==> config.mk <==
export PLATFORM = sky130hd
export DESIGN_NAME = bcd_countdown_exposure_timer
export DESIGN_NICKNAME = d
export VERILOG_FILES = /design/src/rtl/bcdcet_pkg.sv /design/src/rtl/bcd_countdown_exposure_timer.sv /design/src/rtl/bcdcet_step.sv
export SDC_FILE = /design/constraint.sdc
export NUM_CORES = 1
export LEC_CHECK = 0
export BUFFER_PORTS_ARGS = -buffer_cell sky130_fd_sc_hd__buf_4
export CAP_MARGIN = 20
export CORE_MARGIN = 2
export CORE_UTILIZATION = 45
export CTS_BUF_LIST = sky130_fd_sc_hd__clkbuf_8
export CTS_CLUSTER_DIAMETER = 200
export DETAILED_ROUTE_END_ITERATION = 7
export PLACE_DENSITY = 0.74
export SLEW_MARGIN = 5
export SYNTH_ARGS = -nofsm -noshare
export SYNTH_HDL_FRONTEND = slang
export SYNTH_SLANG_ARGS = --single-unit
==> constraint.sdc <==
create_clock -name clk_i -period 4.5 [get_ports clk_i]
set_clock_uncertainty 0.05 [all_clocks]
set_input_delay 0.9 -clock clk_i [delete_from_list [all_inputs] [get_ports clk_i]]
set_output_delay 0.9 -clock clk_i [all_outputs]
set_load 0.005 [all_outputs]
==> src/rtl/bcdcet_pkg.sv <==
// ----------------------------------------------------------------------------
// bcdcet_pkg
// Shared types, command codes and display tables of the countdown timer.
// ----------------------------------------------------------------------------
package bcdcet_pkg;

  localparam int unsigned NumDigitsDefault = 4;

  // Command codes carried on the slave-side tuser
  localparam logic [2:0] CmdTick   = 3'd0;
  localparam logic [2:0] CmdEncode = 3'd1;
  localparam logic [2:0] CmdCursor = 3'd2;
  localparam logic [2:0] CmdStart  = 3'd3;
  localparam logic [2:0] CmdScan   = 3'd4;

  // Configuration register indexes
  localparam logic RegTicksPerSecond = 1'b0;

  localparam logic [7:0] TicksPerSecondReset = 8'd30;
  localparam logic [7:0] PointBit            = 8'h08;
  localparam logic [3:0] EnableAllOff        = 4'hF;

  typedef struct packed {
    logic [1:0]  scan_position;
    logic [3:0]  digit_enable;
    logic [7:0]  segments;
    logic [15:0] count_bcd;
    logic [1:0]  cursor;
    logic        lamp_on;
  } result_t;

  // Seven-segment pattern of a decimal digit; out-of-range digits show as 9
  function automatic logic [7:0] seg_code(input logic [3:0] digit);
    logic [7:0] code;
    case (digit)
      4'd0:    code = 8'b11010111;
      4'd1:    code = 8'b01010000;
      4'd2:    code = 8'b01100111;
      4'd3:    code = 8'b01110101;
      4'd4:    code = 8'b11110000;
      4'd5:    code = 8'b10110101;
      4'd6:    code = 8'b10110111;
      4'd7:    code = 8'b01010001;
      4'd8:    code = 8'b11110111;
      default: code = 8'b11110101;
    endcase
    return code;
  endfunction

  // Active-low digit enable of a scan position; positions four and up stay off
  function automatic logic [3:0] enable_code(input logic [2:0] pos);
    logic [3:0] code;
    case (pos)
      3'd0:    code = 4'hD;
      3'd1:    code = 4'hB;
      3'd2:    code = 4'h7;
      3'd3:    code = 4'hE;
      default: code = EnableAllOff;
    endcase
    return code;
  endfunction

endpackage

==> src/rtl/bcd_countdown_exposure_timer.sv <==
// ----------------------------------------------------------------------------
// bcd_countdown_exposure_timer
// Decimal countdown exposure timer with encoder editing and segment scan.
// ----------------------------------------------------------------------------
//
//  channel   dir  fields (low bit first)
//  --------  ---  ----------------------------------------------------------
//  s_axis    in   tuser: cmd[2:0]; tdata: direction[0]
//  m_axis    out  tdata: lamp_on[0], cursor[2:1], count_bcd[18:3],
//                 segments[26:19], digit_enable[30:27], scan_position[32:31]
//  apb       in   reg 0 at 0x0: ticks_per_second[7:0]
//
//  The whole state update and its result come out of a single combinational
//  pass between the state registers and the result register, so a command is
//  accepted every cycle while the skid entry is empty.
//  Reset loads digits ...0,0,2,3, cursor on the rightmost digit, lamp off,
//  prescaler and reload at 30, scan at position 0.
//  A two-entry result buffer (output register plus skid) keeps s_axis_tready
//  high while one result waits; input stalls only once both entries are full.
//
module bcd_countdown_exposure_timer #(
  parameter int unsigned NUM_DIGITS = bcdcet_pkg::NumDigitsDefault
) (
  input  logic        clk_i,
  input  logic        rst_ni,
  // slave stream
  input  logic        s_axis_tvalid,
  output logic        s_axis_tready,
  input  logic [7:0]  s_axis_tdata,   // [0] direction
  input  logic [2:0]  s_axis_tuser,   // [2:0] cmd
  // master stream
  output logic        m_axis_tvalid,
  input  logic        m_axis_tready,
  output logic [39:0] m_axis_tdata,   // lamp_on, cursor, count_bcd, segments,
                                      // digit_enable, scan_position, zero pad
  // configuration
  input  logic        psel,
  input  logic        penable,
  input  logic        pwrite,
  input  logic [2:0]  paddr,
  input  logic [31:0] pwdata,
  output logic [31:0] prdata,
  output logic        pready
);

  localparam int unsigned IdxW = (NUM_DIGITS > 1) ? $clog2(NUM_DIGITS) : 1;

  // Timer state
  logic [3:0]      digits_q [NUM_DIGITS];
  logic [3:0]      digits_d [NUM_DIGITS];
  logic [IdxW-1:0] sel_q, sel_d;
  logic            running_q, running_d;
  logic [7:0]      prescale_q, prescale_d;
  logic [IdxW-1:0] scan_q, scan_d;
  logic [7:0]      tps_q;

  // Result buffer
  bcdcet_pkg::result_t result_d, out_q, skid_q;
  logic            out_valid_q, skid_valid_q;

  logic in_xfer, out_xfer, cfg_write;

  assign s_axis_tready = !skid_valid_q;
  assign in_xfer       = s_axis_tvalid && s_axis_tready;
  assign out_xfer      = m_axis_tvalid && m_axis_tready;

  // Configuration port: writes land on the access cycle, reads are immediate
  assign pready    = 1'b1;
  assign cfg_write = psel && penable && pwrite && pready;
  assign prdata    = (paddr[2] == bcdcet_pkg::RegTicksPerSecond) ? {24'd0, tps_q} : 32'd0;

  always_ff @(posedge clk_i or negedge rst_ni) begin
    if (!rst_ni) begin
      tps_q <= bcdcet_pkg::TicksPerSecondReset;
    end else if (cfg_write && paddr[2] == bcdcet_pkg::RegTicksPerSecond) begin
      tps_q <= pwdata[7:0];
    end
  end

  bcdcet_step #(
    .NUM_DIGITS(NUM_DIGITS)
  ) u_step (
    .cmd_i              (s_axis_tuser),
    .direction_i        (s_axis_tdata[0]),
    .ticks_per_second_i (tps_q),
    .digits_i           (digits_q),
    .sel_i              (sel_q),
    .running_i          (running_q),
    .prescale_i         (prescale_q),
    .scan_i             (scan_q),
    .digits_o           (digits_d),
    .sel_o              (sel_d),
    .running_o          (running_d),
    .prescale_o         (prescale_d),
    .scan_o             (scan_d),
    .result_o           (result_d)
  );

  // Advance the timer state on every input transfer
  always_ff @(posedge clk_i or negedge rst_ni) begin
    if (!rst_ni) begin
      for (int k = 0; k < NUM_DIGITS; k++) begin
        if (k == int'(NUM_DIGITS) - 1) begin
          digits_q[k] <= 4'd3;
        end else if (k == int'(NUM_DIGITS) - 2) begin
          digits_q[k] <= 4'd2;
        end else begin
          digits_q[k] <= 4'd0;
        end
      end
      sel_q      <= IdxW'(NUM_DIGITS - 1);
      running_q  <= 1'b0;
      prescale_q <= bcdcet_pkg::TicksPerSecondReset;
      scan_q     <= '0;
    end else if (in_xfer) begin
      digits_q   <= digits_d;
      sel_q      <= sel_d;
      running_q  <= running_d;
      prescale_q <= prescale_d;
      scan_q     <= scan_d;
    end
  end

  // Output register with a skid entry behind it; the skid drains first
  always_ff @(posedge clk_i or negedge rst_ni) begin
    if (!rst_ni) begin
      out_valid_q  <= 1'b0;
      skid_valid_q <= 1'b0;
    end else if (!out_valid_q || out_xfer) begin
      if (skid_valid_q) begin
        out_valid_q  <= 1'b1;
        skid_valid_q <= 1'b0;
      end else begin
        out_valid_q <= in_xfer;
      end
    end else if (in_xfer) begin
      skid_valid_q <= 1'b1;
    end
  end

  always_ff @(posedge clk_i) begin
    if (!out_valid_q || out_xfer) begin
      out_q <= skid_valid_q ? skid_q : result_d;
    end
    if (out_valid_q && !out_xfer && in_xfer) begin
      skid_q <= result_d;
    end
  end

  assign m_axis_tvalid = out_valid_q;
  assign m_axis_tdata  = {7'd0, out_q};

endmodule

==> src/rtl/bcdcet_step.sv <==
// ----------------------------------------------------------------------------
// bcdcet_step
// Next state and result of the timer for one command.
// ----------------------------------------------------------------------------
module bcdcet_step #(
  parameter int unsigned NUM_DIGITS = bcdcet_pkg::NumDigitsDefault,
  localparam int unsigned IdxW = (NUM_DIGITS > 1) ? $clog2(NUM_DIGITS) : 1
) (
  input  logic [2:0]      cmd_i,
  input  logic            direction_i,
  input  logic [7:0]      ticks_per_second_i,
  input  logic [3:0]      digits_i [NUM_DIGITS],
  input  logic [IdxW-1:0] sel_i,
  input  logic            running_i,
  input  logic [7:0]      prescale_i,
  input  logic [IdxW-1:0] scan_i,
  output logic [3:0]      digits_o [NUM_DIGITS],
  output logic [IdxW-1:0] sel_o,
  output logic            running_o,
  output logic [7:0]      prescale_o,
  output logic [IdxW-1:0] scan_o,
  output bcdcet_pkg::result_t result_o
);

  localparam logic [IdxW-1:0] LastIdx = IdxW'(NUM_DIGITS - 1);

  logic [3:0]      cur_digit;
  logic [3:0]      scan_digit;
  logic [7:0]      prescale_dec;
  logic [NUM_DIGITS-1:0] right_zero;
  logic            all_zero;
  logic [3:0]      down_digits [NUM_DIGITS];
  logic [2:0]      scan_ext;

  assign cur_digit    = digits_i[sel_i];
  assign scan_digit   = digits_i[scan_i];
  assign prescale_dec = prescale_i - 8'd1;
  assign scan_ext     = 3'(scan_i);

  // Borrow chain: a digit takes the borrow when every digit to its right is 0
  always_comb begin
    logic rz;
    rz = 1'b1;
    for (int k = NUM_DIGITS - 1; k >= 0; k--) begin
      right_zero[k] = rz;
      rz = rz & (digits_i[k] == 4'd0);
    end
    all_zero = rz;
  end

  always_comb begin
    for (int k = 0; k < NUM_DIGITS; k++) begin
      if (!right_zero[k]) begin
        down_digits[k] = digits_i[k];
      end else if (digits_i[k] == 4'd0) begin
        down_digits[k] = 4'd9;
      end else begin
        down_digits[k] = digits_i[k] - 4'd1;
      end
    end
  end

  always_comb begin
    digits_o   = digits_i;
    sel_o      = sel_i;
    running_o  = running_i;
    prescale_o = prescale_i;
    scan_o     = scan_i;
    result_o.segments      = 8'd0;
    result_o.digit_enable  = bcdcet_pkg::EnableAllOff;
    result_o.scan_position = 2'd0;

    case (cmd_i)
      bcdcet_pkg::CmdTick: begin
        if (running_i) begin
          if (prescale_dec == 8'd0) begin
            prescale_o = ticks_per_second_i;
            if (all_zero) begin
              running_o = 1'b0;
            end else begin
              digits_o = down_digits;
            end
          end else begin
            prescale_o = prescale_dec;
          end
        end
      end
      bcdcet_pkg::CmdEncode: begin
        if (!running_i) begin
          if (direction_i && cur_digit < 4'd9) begin
            digits_o[sel_i] = cur_digit + 4'd1;
          end else if (!direction_i && cur_digit > 4'd0) begin
            digits_o[sel_i] = cur_digit - 4'd1;
          end
        end
      end
      bcdcet_pkg::CmdCursor: begin
        if (!running_i) begin
          sel_o = (sel_i == '0) ? LastIdx : sel_i - IdxW'(1);
        end
      end
      bcdcet_pkg::CmdStart: begin
        if (!running_i) begin
          running_o  = 1'b1;
          prescale_o = ticks_per_second_i;
        end
      end
      bcdcet_pkg::CmdScan: begin
        result_o.segments = bcdcet_pkg::seg_code(scan_digit)
                          | ((scan_i == sel_i) ? bcdcet_pkg::PointBit : 8'd0);
        result_o.digit_enable  = bcdcet_pkg::enable_code(scan_ext);
        result_o.scan_position = scan_ext[1:0];
        scan_o = (scan_i == LastIdx) ? '0 : scan_i + IdxW'(1);
      end
      default: begin
      end
    endcase

    result_o.lamp_on = running_o;
    result_o.cursor  = 2'(3'(sel_o));

    // Pack the rightmost four digits after the update, leftmost in top nibble
    result_o.count_bcd = 16'd0;
    for (int j = 0; j < 4; j++) begin
      if (int'(NUM_DIGITS) - 1 - j >= 0) begin
        result_o.count_bcd[4*j +: 4] = digits_o[int'(NUM_DIGITS) - 1 - j];
      end
    end
  end

endmodule

==> results.sh, run 1 <==
export IMPL_hold_buffers=0
export IMPL_nNetsFinal=735
export IMPL_clk_latency_ns=0.38
export IMPL_critPathKind="reg2reg"
export IMPL_initial_core_util_pct=46.3
export IMPL_hold_class="in2async"
export IMPL_post_cts_resized=0
export IMPL_grt_pass1_vias=4726
export IMPL_n_fill_cell=1281
export IMPL_antenna_found_initial=0
export IMPL_cts_tree="done"
export IMPL_p_sw_uw=1550
export IMPL_synth_seq_cells=105
export IMPL_most_common_layout_cells="buf_4 (70), edfxtp_1 (66), nand2_1 (56), nor2_1 (48), mux2_2 (44)"
export IMPL_placement_rows=43
export IMPL_clkTransAtPathRegs_ns=0.11
export IMPL_max_freq_mhz=247
export IMPL_postSynthAreaPerCell_um2=10.5
export IMPL_fin_tns_setup_ns=0
export IMPL_syn_cell_area_mm2=0.00648
export IMPL_ys_async_sr_fraction_pct=37.1
export IMPL_dp_hpwl_um=11400
export IMPL_drt_iter0_drc=482
export IMPL_grt_usage_pct=21.2
export IMPL_core_mm2=0.0140
export IMPL_fp_dieW_um=124
export IMPL_avgViaCountPerCell=5.77
export IMPL_slew_violations=0
export IMPL_ant_nets=0
export IMPL_internal_power_uw=2180
export IMPL_cts_buffer_depth=2
export IMPL_crit_buf_inv=1
export IMPL_crit_family="multiplexers"
export IMPL_comb_power_share_pct=43.5
export IMPL_arrival_ns=4.13
export IMPL_drt_pass1_iter_count=6
export IMPL_hold_viol=0
export IMPL_cts_root_buffer="clkbuf_8"
export IMPL_rsz0062_at_grt="false"
export IMPL_period_share_pct=90.1
export IMPL_cts_sinks=105
export IMPL_ir_drop_mv=0.189
export IMPL_syn_inst=614
export IMPL_finalSetupViolCount=0
export IMPL_gr_total_overflow=0
export IMPL_p_sw_share_pct=41.6
export IMPL_relSlewSlack_pct=50.8
export IMPL_crit_path_end_kind="flip-flop"
export IMPL_yosysUniqueCellTypes=83
export IMPL_synth_edff_count=66
export IMPL_layout_commonest_cell="buf_4"
export IMPL_drv_cap=0
export IMPL_io_buffers=62
export IMPL_grt_pass1_wl_um=24700
export IMPL_num_vias=4872
export IMPL_required_ns=4.58
export IMPL_die_area_mm2=0.0154
export IMPL_gp_congestion=0.952
export IMPL_power_uw=3730
export IMPL_period_needed_ns=4.06
export IMPL_yosysWarnings=0
export IMPL_drc=0
export IMPL_critPathSlowestCell="dfstp_2"
export IMPL_worst_pin_slew_ns=0.730
export IMPL_cpPeakStageDelay_ns=0.76
export IMPL_rrSetupSlack_ns=0.44
export IMPL_cts_setup_buffers=0
export IMPL_status="finished clean"
export IMPL_cp_max_fo=13
export IMPL_synth_seq_area_share_pct=45.9
export IMPL_cp_start_kind="flip-flop"
export IMPL_cts_buffers=9
export IMPL_layout_drive_gt1_share_pct=26.5
export IMPL_synthFlopType="edfxtp_1"
export IMPL_area_growth_pct=9.33
export IMPL_antenna_cells=0
export IMPL_grt_max_degree=40
export IMPL_power_share_sequential_pct=41.7
export IMPL_crit_chain="mux4_2 > inv_1 > ha_1 > nand2_1 > o221ai_2 > and2_1 > nor2_1 > a221oi_1 > o21ai_0 > mux2_2"
export IMPL_ios=128
export IMPL_fp_dieH_um=124
export IMPL_power_frac_clock_pct=14.8
export IMPL_h_tree_depth=3
export IMPL_routed_wirelength_um=15600
export IMPL_power_density_mw_per_mm2=527
export IMPL_p_leak_uw=0.00286
export IMPL_wl_per_cell_um=18.4
[cell families (layout without fill, tap and decap cells)]
| logic type | Yosys count | in the layout | synth area share [%] |
|---|---|---|---|
| buf+inv | 94 | 115 | 8.46 |
| flops | 105 | 105 | 45.9 |
| fa+ha+maj | 22 | 22 | 4.25 |
| xor+xnor | 4 | 4 | 0.541 |
| compound gates | 136 | 136 | 14.1 |
| simple gates | 191 | 191 | 15.0 |
| mux | 60 | 60 | 11.7 |
| other cells | 2 | 32 | 0.116 |
[sequential cells by signal (all words and copies together) (netlist names), 2 cells and up]
name	cells
digits_q	16
skid_q	33
sel_q	2
prescale_q	8
scan_q	2
tps_q	8
m_axis_tdata	33
[power groups by stage]
stage          Combinational, uW  Clock (uW)  Sequential, uW
4_1_cts                     1600         568            1550
2_1_floorplan               1270           0            1430
3_5_place_dp                1600           0            1570
5_1_grt                     1810         607            1590
6_report                    1620         552            1560
3_3_place_gp                1550           0            1550
[layout make-up]
class                      count  area [um^2]  area share, %
clock buffer                   9          124           1.75
sequential                   105         2970           42.0
timing repair buffer          70          526           7.42
inverter                      29          109           1.54
clock inverter                 7         53.8          0.760
tap                          180          225           3.18
multi-input combinational    445         3070           43.3
[cell usage after synthesis, types with 4 or more instances]
cell type / n / area, um^2
mux4_2: 7 / 158
mux2_2: 44 / 495
dfstp_2: 13 / 342
o22ai_1: 4 / 25.0
nand3_1: 7 / 35.0
o31ai_1: 5 / 37.5
o211ai_1: 6 / 45.0
mux2i_1: 6 / 60.1
clkbuf_1: 18 / 67.6
nor3b_1: 4 / 30.0
nor2_1: 49 / 184
and2_1: 6 / 37.5
nand2_1: 56 / 210
or3_1: 4 / 25.0
o21ai_0: 42 / 210
nor4_1: 4 / 25.0
buf_4: 35 / 263
nor3_1: 8 / 40.0
edfxtp_1: 66 / 1980
inv_1: 29 / 109
a21oi_1: 20 / 100
a31oi_1: 11 / 68.8
ha_1: 22 / 275
nand2b_1: 4 / 25.0
dfrtp_1: 26 / 651
nand4_1: 8 / 50.1
nor2b_1: 16 / 100
a21o_1: 5 / 37.5
buf_2: 5 / 25.0
[metal layers]
layer | global-route usage, % | vias to the layer above | wire (um)
li1 | - | 2268 | -
met1 | 29.2 | 2367 | 6830
met2 | 33.1 | 202 | 7300
met3 | 3.34 | 35 | 954
met4 | 9.48 | 0 | 476
met5 | 0 | - | 0
[final timing paths]
| check | endpoint | startpoint | cells after the start |
|---|---|---|---|
| min reg2reg | prescale_q[3] | prescale_q[3] | 2 |
| min | digits_q[8] | rst_ni | 1 |
| max reg2reg | m_axis_tdata[16] | sel_q[0] | 10 |
| min in group clk_i | prescale_q[3] | prescale_q[3] | 2 |
| max | m_axis_tdata[16] | sel_q[0] | 10 |
| max in group asynchronous | digits_q[10] | rst_ni | 1 |
[per-stage QoR]
stage	utilization, %	setup WS [ns]	hold WS, ns	instances	cell area (um^2)
finish	50.6	0.444	0.443	845	7080
global route	50.6	0.264	0.466	845	7080
CTS	50.6	0.524	0.451	845	7080
detailed placement	49.3	0.552	0.472	829	6900
global placement	49.3	0.591	0.433	829	6900
floorplan	-	0.745	0.420	644	6590
Power figures use the tool's default switching activity.
==> run 2, diff against run 1 <==
--- a/config.mk
+++ b/config.mk
@@ -9,9 +9,10 @@
 export CAP_MARGIN = 20
 export CORE_MARGIN = 2
 export CORE_UTILIZATION = 45
-export CTS_BUF_LIST = sky130_fd_sc_hd__clkbuf_8
+export CTS_BUF_LIST = sky130_fd_sc_hd__clkbuf_4 sky130_fd_sc_hd__clkbuf_8 sky130_fd_sc_hd__clkbuf_16
 export CTS_CLUSTER_DIAMETER = 200
 export DETAILED_ROUTE_END_ITERATION = 7
+export GPL_TIMING_DRIVEN = 0
 export PLACE_DENSITY = 0.74
 export SLEW_MARGIN = 5
 export SYNTH_ARGS = -nofsm -noshare
==> run 2 against run 1 <==
Effect of this change:
- via count increased by 4.3%
- setup slack got worse by 0.11 ns
- critical path type unchanged
- hold slack improved by 0.018 ns
- die area unchanged
==> results.sh, run 2 (synthesis results as in run 1) <==
export IMPL_status="finished clean"
export IMPL_nNetsFinal=791
export IMPL_ios=128
export IMPL_grt_pass1_wl_um=26000
export IMPL_cts_root_buffer="clkbuf_16"
export IMPL_dp_hpwl_um=12200
export IMPL_power_density_mw_per_mm2=537
export IMPL_cts_setup_buffers=0
export IMPL_grt_usage_pct=22.3
export IMPL_worst_pin_slew_ns=0.938
export IMPL_area_growth_pct=17.3
export IMPL_core_mm2=0.0140
export IMPL_grt_max_degree=40
export IMPL_max_freq_mhz=240
export IMPL_gr_total_overflow=0
export IMPL_period_share_pct=92.6
export IMPL_fin_area_mm2=0.00759
export IMPL_arrival_ns=4.21
export IMPL_power_uw=4080
export IMPL_cts_buffers=9
export IMPL_slew_violations=0
export IMPL_cp_max_fo=10
export IMPL_wl_per_cell_um=18.2
export IMPL_placement_rows=43
export IMPL_hold_viol=0
export IMPL_antenna_found_initial=0
export IMPL_grt_pass1_vias=4973
export IMPL_finalSetupViolCount=0
export IMPL_cp_start_kind="flip-flop"
export IMPL_h_tree_depth=3
export IMPL_fp_dieH_um=124
export IMPL_placed_area_mm2=0.00728
export IMPL_cts_tree="done"
export IMPL_rsz0062_at_grt="false"
export IMPL_clk_latency_ns=0.36
export IMPL_layout_commonest_cell="buf_4"
export IMPL_required_ns=4.55
export IMPL_cts_sinks=105
export IMPL_avgViaCountPerCell=5.64
export IMPL_period_needed_ns=4.17
export IMPL_layout_drive_gt1_share_pct=29.8
export IMPL_drt_pass1_iter_count=5
export IMPL_hold_class="reg2reg"
export IMPL_clkTransAtPathRegs_ns=0.07
export IMPL_crit_path_end_kind="flip-flop"
export IMPL_antenna_cells=0
export IMPL_post_cts_resized=0
export IMPL_initial_core_util_pct=46.3
export IMPL_io_buffers=61
export IMPL_gp_congestion=0.940
export IMPL_drc=0
export IMPL_finalNonFillerCells=901
export IMPL_critPathKind="reg2reg"
export IMPL_p_leak_uw=0.00315
export IMPL_cts_buffer_depth=2
export IMPL_ant_nets=0
export IMPL_hold_buffers=0
export IMPL_num_vias=5080
export IMPL_drv_cap=0
export IMPL_fp_dieW_um=124
export IMPL_ir_drop_mv=0.272
export IMPL_die_area_mm2=0.0154
export IMPL_most_common_layout_cells="buf_4 (96), edfxtp_1 (66), nand2_1 (56), nor2_1 (48), mux2_2 (44)"
export IMPL_dp_cells=885
export IMPL_fin_util_pct=54.3
export IMPL_routed_wirelength_um=16400
export IMPL_drt_iter0_drc=290
export IMPL_relSlewSlack_pct=37.3
## run 2: cell types whose count changed in the layout (fill, tap and decap cells not counted), moves of 3 or more
| cell | previous run | this run |
|---|---|---|
| buf_4 | 70 | 96 |
| clkbuf_1 | 0 | 18 |
| clkbuf_8 | 9 | 3 |
| buf_6 | 0 | 3 |
| clkbuf_16 | 0 | 9 |
| buf_2 | 0 | 5 |
## run 2: power breakdown
group / internal [uW] / switching [uW] / total, uW / leakage, uW
logic: 747 / 1050 / 1790 / 0.00189
registers: 1290 / 185 / 1470 / 0.00110
clock network: 442 / 370 / 812 / 0.000154
total: 2480 / 1600 / 4080 / 0.00315
## run 2: final cells by class
cell class / count / area (um^2)
Buffer: 65 / 439
Tap cell: 180 / 225
Sequential cell: 105 / 2970
Inverter: 29 / 109
Multi-Input combinational cell: 445 / 3080
Clock buffer: 9 / 225
Timing Repair Buffer: 61 / 458
Fill cell: 1271 / 6390
Clock inverter: 7 / 86.3
## run 2: critical path, stage by stage, from the launching register on
cell and delay (ns):
dfstp_2 0.59, buf_6 0.17, mux4_2 0.65, inv_1 0.17
ha_1 0.33, nand2_1 0.12, o22a_1 0.25, o21ba_2 0.24
buf_2 0.19, o21ai_0 0.27, mux2_2 0.38, o211ai_1 0.36
o21ai_0 0.12
## run 2: metal layers
metal | vias to the layer above | track usage [%] | wire length, um | share of wire, %
li1 | 2376 | - | - | -
met1 | 2499 | 29.0 | 7170 | 44
met2 | 184 | 37.1 | 7980 | 49
met3 | 21 | 4.99 | 941 | 5.7
met4 | 0 | 7.23 | 301 | 1.8
met5 | - | 0 | 0 | 0
## run 2: worst paths after layout
kind / from / to / slack (ns) / cells after the start
setup / recovery: sel_q[0] / m_axis_tdata[15] / 0.33 / 12
hold / removal: prescale_q[7] / prescale_q[7] / 0.46 / 2
setup reg to reg: sel_q[0] / m_axis_tdata[15] / 0.33 / 12
hold reg to reg: prescale_q[7] / prescale_q[7] / 0.46 / 2
max in group asynchronous: rst_ni / sel_q[1] / 3.55 / 1
min in group asynchronous: rst_ni / scan_q[0] / 0.48 / 1
## run 2: through the flow
step           setup TNS (ns)  hold slack, ns  setup slack, ns
6_report                    0           0.461            0.331
5_1_grt                     0           0.493           0.0884
4_1_cts                     0           0.462            0.299
3_5_place_dp                0           0.447            0.322
3_3_place_gp            -5.17           0.444           -0.158
2_1_floorplan               0           0.420            0.745
==> run 3, diff against run 2 <==
--- a/config.mk
+++ b/config.mk
@@ -13,7 +13,8 @@
 export CTS_CLUSTER_DIAMETER = 200
 export DETAILED_ROUTE_END_ITERATION = 7
 export GPL_TIMING_DRIVEN = 0
-export PLACE_DENSITY = 0.74
+export MAX_ROUTING_LAYER = met4
+export PLACE_DENSITY = 0.68
 export SLEW_MARGIN = 5
 export SYNTH_ARGS = -nofsm -noshare
 export SYNTH_HDL_FRONTEND = slang
==> run 3 against run 2 <==
Effect of this change:
- clock power about the same
- critical path type unchanged
- cell area increased by 0.64%
- core utilization increased by 0.35 points
- count of clock-buffer cells in the layout unchanged
- via count decreased by 0.37%
- critical path depth unchanged
- first-iteration DRC count increased by 57%
- flip-flop and latch count unchanged
- setup slack improved by 0.12 ns
- highest routed layer unchanged
==> results.sh, run 3 (synthesis results as in run 1) <==
export IMPL_status="finished clean"
export IMPL_clkTransAtPathRegs_ns=0.07
export IMPL_ios=128
export IMPL_power_uw=4100
export IMPL_fp_dieW_um=124
export IMPL_cts_setup_buffers=0
export IMPL_avgViaCountPerCell=5.60
export IMPL_worst_pin_slew_ns=0.776
export IMPL_finalNonFillerCells=903
export IMPL_hold_viol=0
export IMPL_antenna_cells=0
export IMPL_wl_per_cell_um=19.0
export IMPL_cp_max_fo=10
export IMPL_grt_pass1_wl_um=26900
export IMPL_dp_hpwl_um=12900
export IMPL_ir_drop_mv=0.210
export IMPL_rrSetupSlack_ns=0.45
export IMPL_core_mm2=0.0140
export IMPL_most_common_layout_cells="buf_4 (96), edfxtp_1 (66), nand2_1 (56), nor2_1 (48), mux2_2 (44)"
export IMPL_cts_root_buffer="clkbuf_16"
export IMPL_antenna_found_initial=0
export IMPL_r2r_end="m_axis_tdata[15]"
export IMPL_die_area_mm2=0.0154
export IMPL_cts_sinks=105
export IMPL_fp_dieH_um=124
export IMPL_crit_start="sel_q[0]"
export IMPL_whs_ns=0.465
export IMPL_ant_nets=0
export IMPL_crit_path_end_kind="flip-flop"
export IMPL_initial_core_util_pct=46.3
export IMPL_fin_tns_setup_ns=0
export IMPL_power_frac_clock_pct=19.8
export IMPL_io_buffers=61
export IMPL_grt_usage_pct=24.1
export IMPL_gr_total_overflow=0
export IMPL_gp_congestion=0.967
export IMPL_num_vias=5061
export IMPL_cts_tree="done"
export IMPL_dp_cells=887
export IMPL_hold_class="in2async"
export IMPL_required_ns=4.55
export IMPL_placement_rows=43
export IMPL_routed_wirelength_um=17100
export IMPL_rsz0062_at_grt="false"
export IMPL_h_tree_depth=3
export IMPL_post_cts_resized=0
export IMPL_area_growth_pct=18.0
export IMPL_slew_violations=0
export IMPL_cts_buffers=9
export IMPL_fin_util_pct=54.6
export IMPL_period_share_pct=90.0
export IMPL_finalSetupViolCount=0
export IMPL_r2r_cells=12
export IMPL_power_density_mw_per_mm2=537
export IMPL_r2r_start="sel_q[0]"
export IMPL_cp_start_kind="flip-flop"
export IMPL_grt_pass1_vias=4976
export IMPL_cts_buffer_depth=2
export IMPL_p_sw_uw=1630
export IMPL_hold_buffers=0
export IMPL_nNetsFinal=793
export IMPL_layout_commonest_cell="buf_4"
export IMPL_layout_drive_gt1_share_pct=29.9
export IMPL_critPathKind="reg2reg"
export IMPL_internal_power_uw=2470
export IMPL_p_sw_share_pct=39.7
export IMPL_drt_iter0_drc=455
export IMPL_power_share_sequential_pct=36.2
export IMPL_max_freq_mhz=247
export IMPL_comb_power_share_pct=44.0
export IMPL_arrival_ns=4.10
export IMPL_p_leak_uw=0.00316
export IMPL_grt_max_degree=40
export IMPL_period_needed_ns=4.05
export IMPL_drt_pass1_iter_count=5
export IMPL_drv_cap=0
export IMPL_clk_latency_ns=0.36
export IMPL_relSlewSlack_pct=48.3
export IMPL_drc=0
## run 3: cell count changes in the layout (fill, tap and decap cells not counted), sizes merged
cell / previous run / this run
buf: 104 / 106
clkinvlp: 0 / 2
inv: 32 / 30
## run 3: power groups by stage
stage          logic, uW  registers [uW]  clock network [uW]
3_3_place_gp        1740            1490                   0
6_report            1800            1490                 812
3_5_place_dp        1770            1490                   0
4_1_cts             1790            1480                 833
2_1_floorplan       1270            1430                   0
5_1_grt             1990            1510                 870
## run 3: final cells by class
class | count | area (um^2)
clock buffer | 9 | 225
tap | 180 | 225
multi-input combinational | 445 | 3080
inverter | 29 | 109
sequential | 105 | 2970
fill | 1224 | 6350
timing repair buffer | 63 | 513
clock inverter | 7 | 80.1
buffer | 65 | 439
## run 3: worst max-delay path by stage
| stage | cells past startpoint | slack [ns] | endpoint |
|---|---|---|---|
| 2_1_floorplan | 2 | 0.74 | skid_q[0] |
| 3_3_place_gp | 3 | -0.54 | skid_q[0] |
| 5_1_grt | 12 | 0.28 | m_axis_tdata[15] |
| 6_report | 12 | 0.45 | m_axis_tdata[15] |
| 4_1_cts | 12 | 0.45 | m_axis_tdata[15] |
| 3_5_place_dp | 12 | 0.50 | m_axis_tdata[15] |
## run 3: worst max-delay path, stage by stage (launching register included)
cell      delay (ns)
dfstp_2         0.58
buf_6           0.16
mux4_2          0.64
inv_1           0.15
ha_1            0.31
nand2_1         0.13
o22a_1          0.25
o21ba_2         0.25
buf_2           0.20
o21ai_0         0.19
mux2_2          0.35
o211ai_1        0.39
o21ai_0         0.13
## run 3: per-layer routing
metal  GRT usage (%)  wire length, um  vias up
li1                -                -     2386
met1            30.1             7380     2437
met2            38.3             8140      203
met3            5.13             1050       35
met4            9.69              556        0
met5               -                0        -
## run 3: stage by stage
stage	instance area [um^2]	setup slack, ns
floorplan	6590	0.745
global placement	7270	-0.544
detailed placement	7340	0.501
CTS	7640	0.454
global route	7640	0.284
finish	7640	0.449
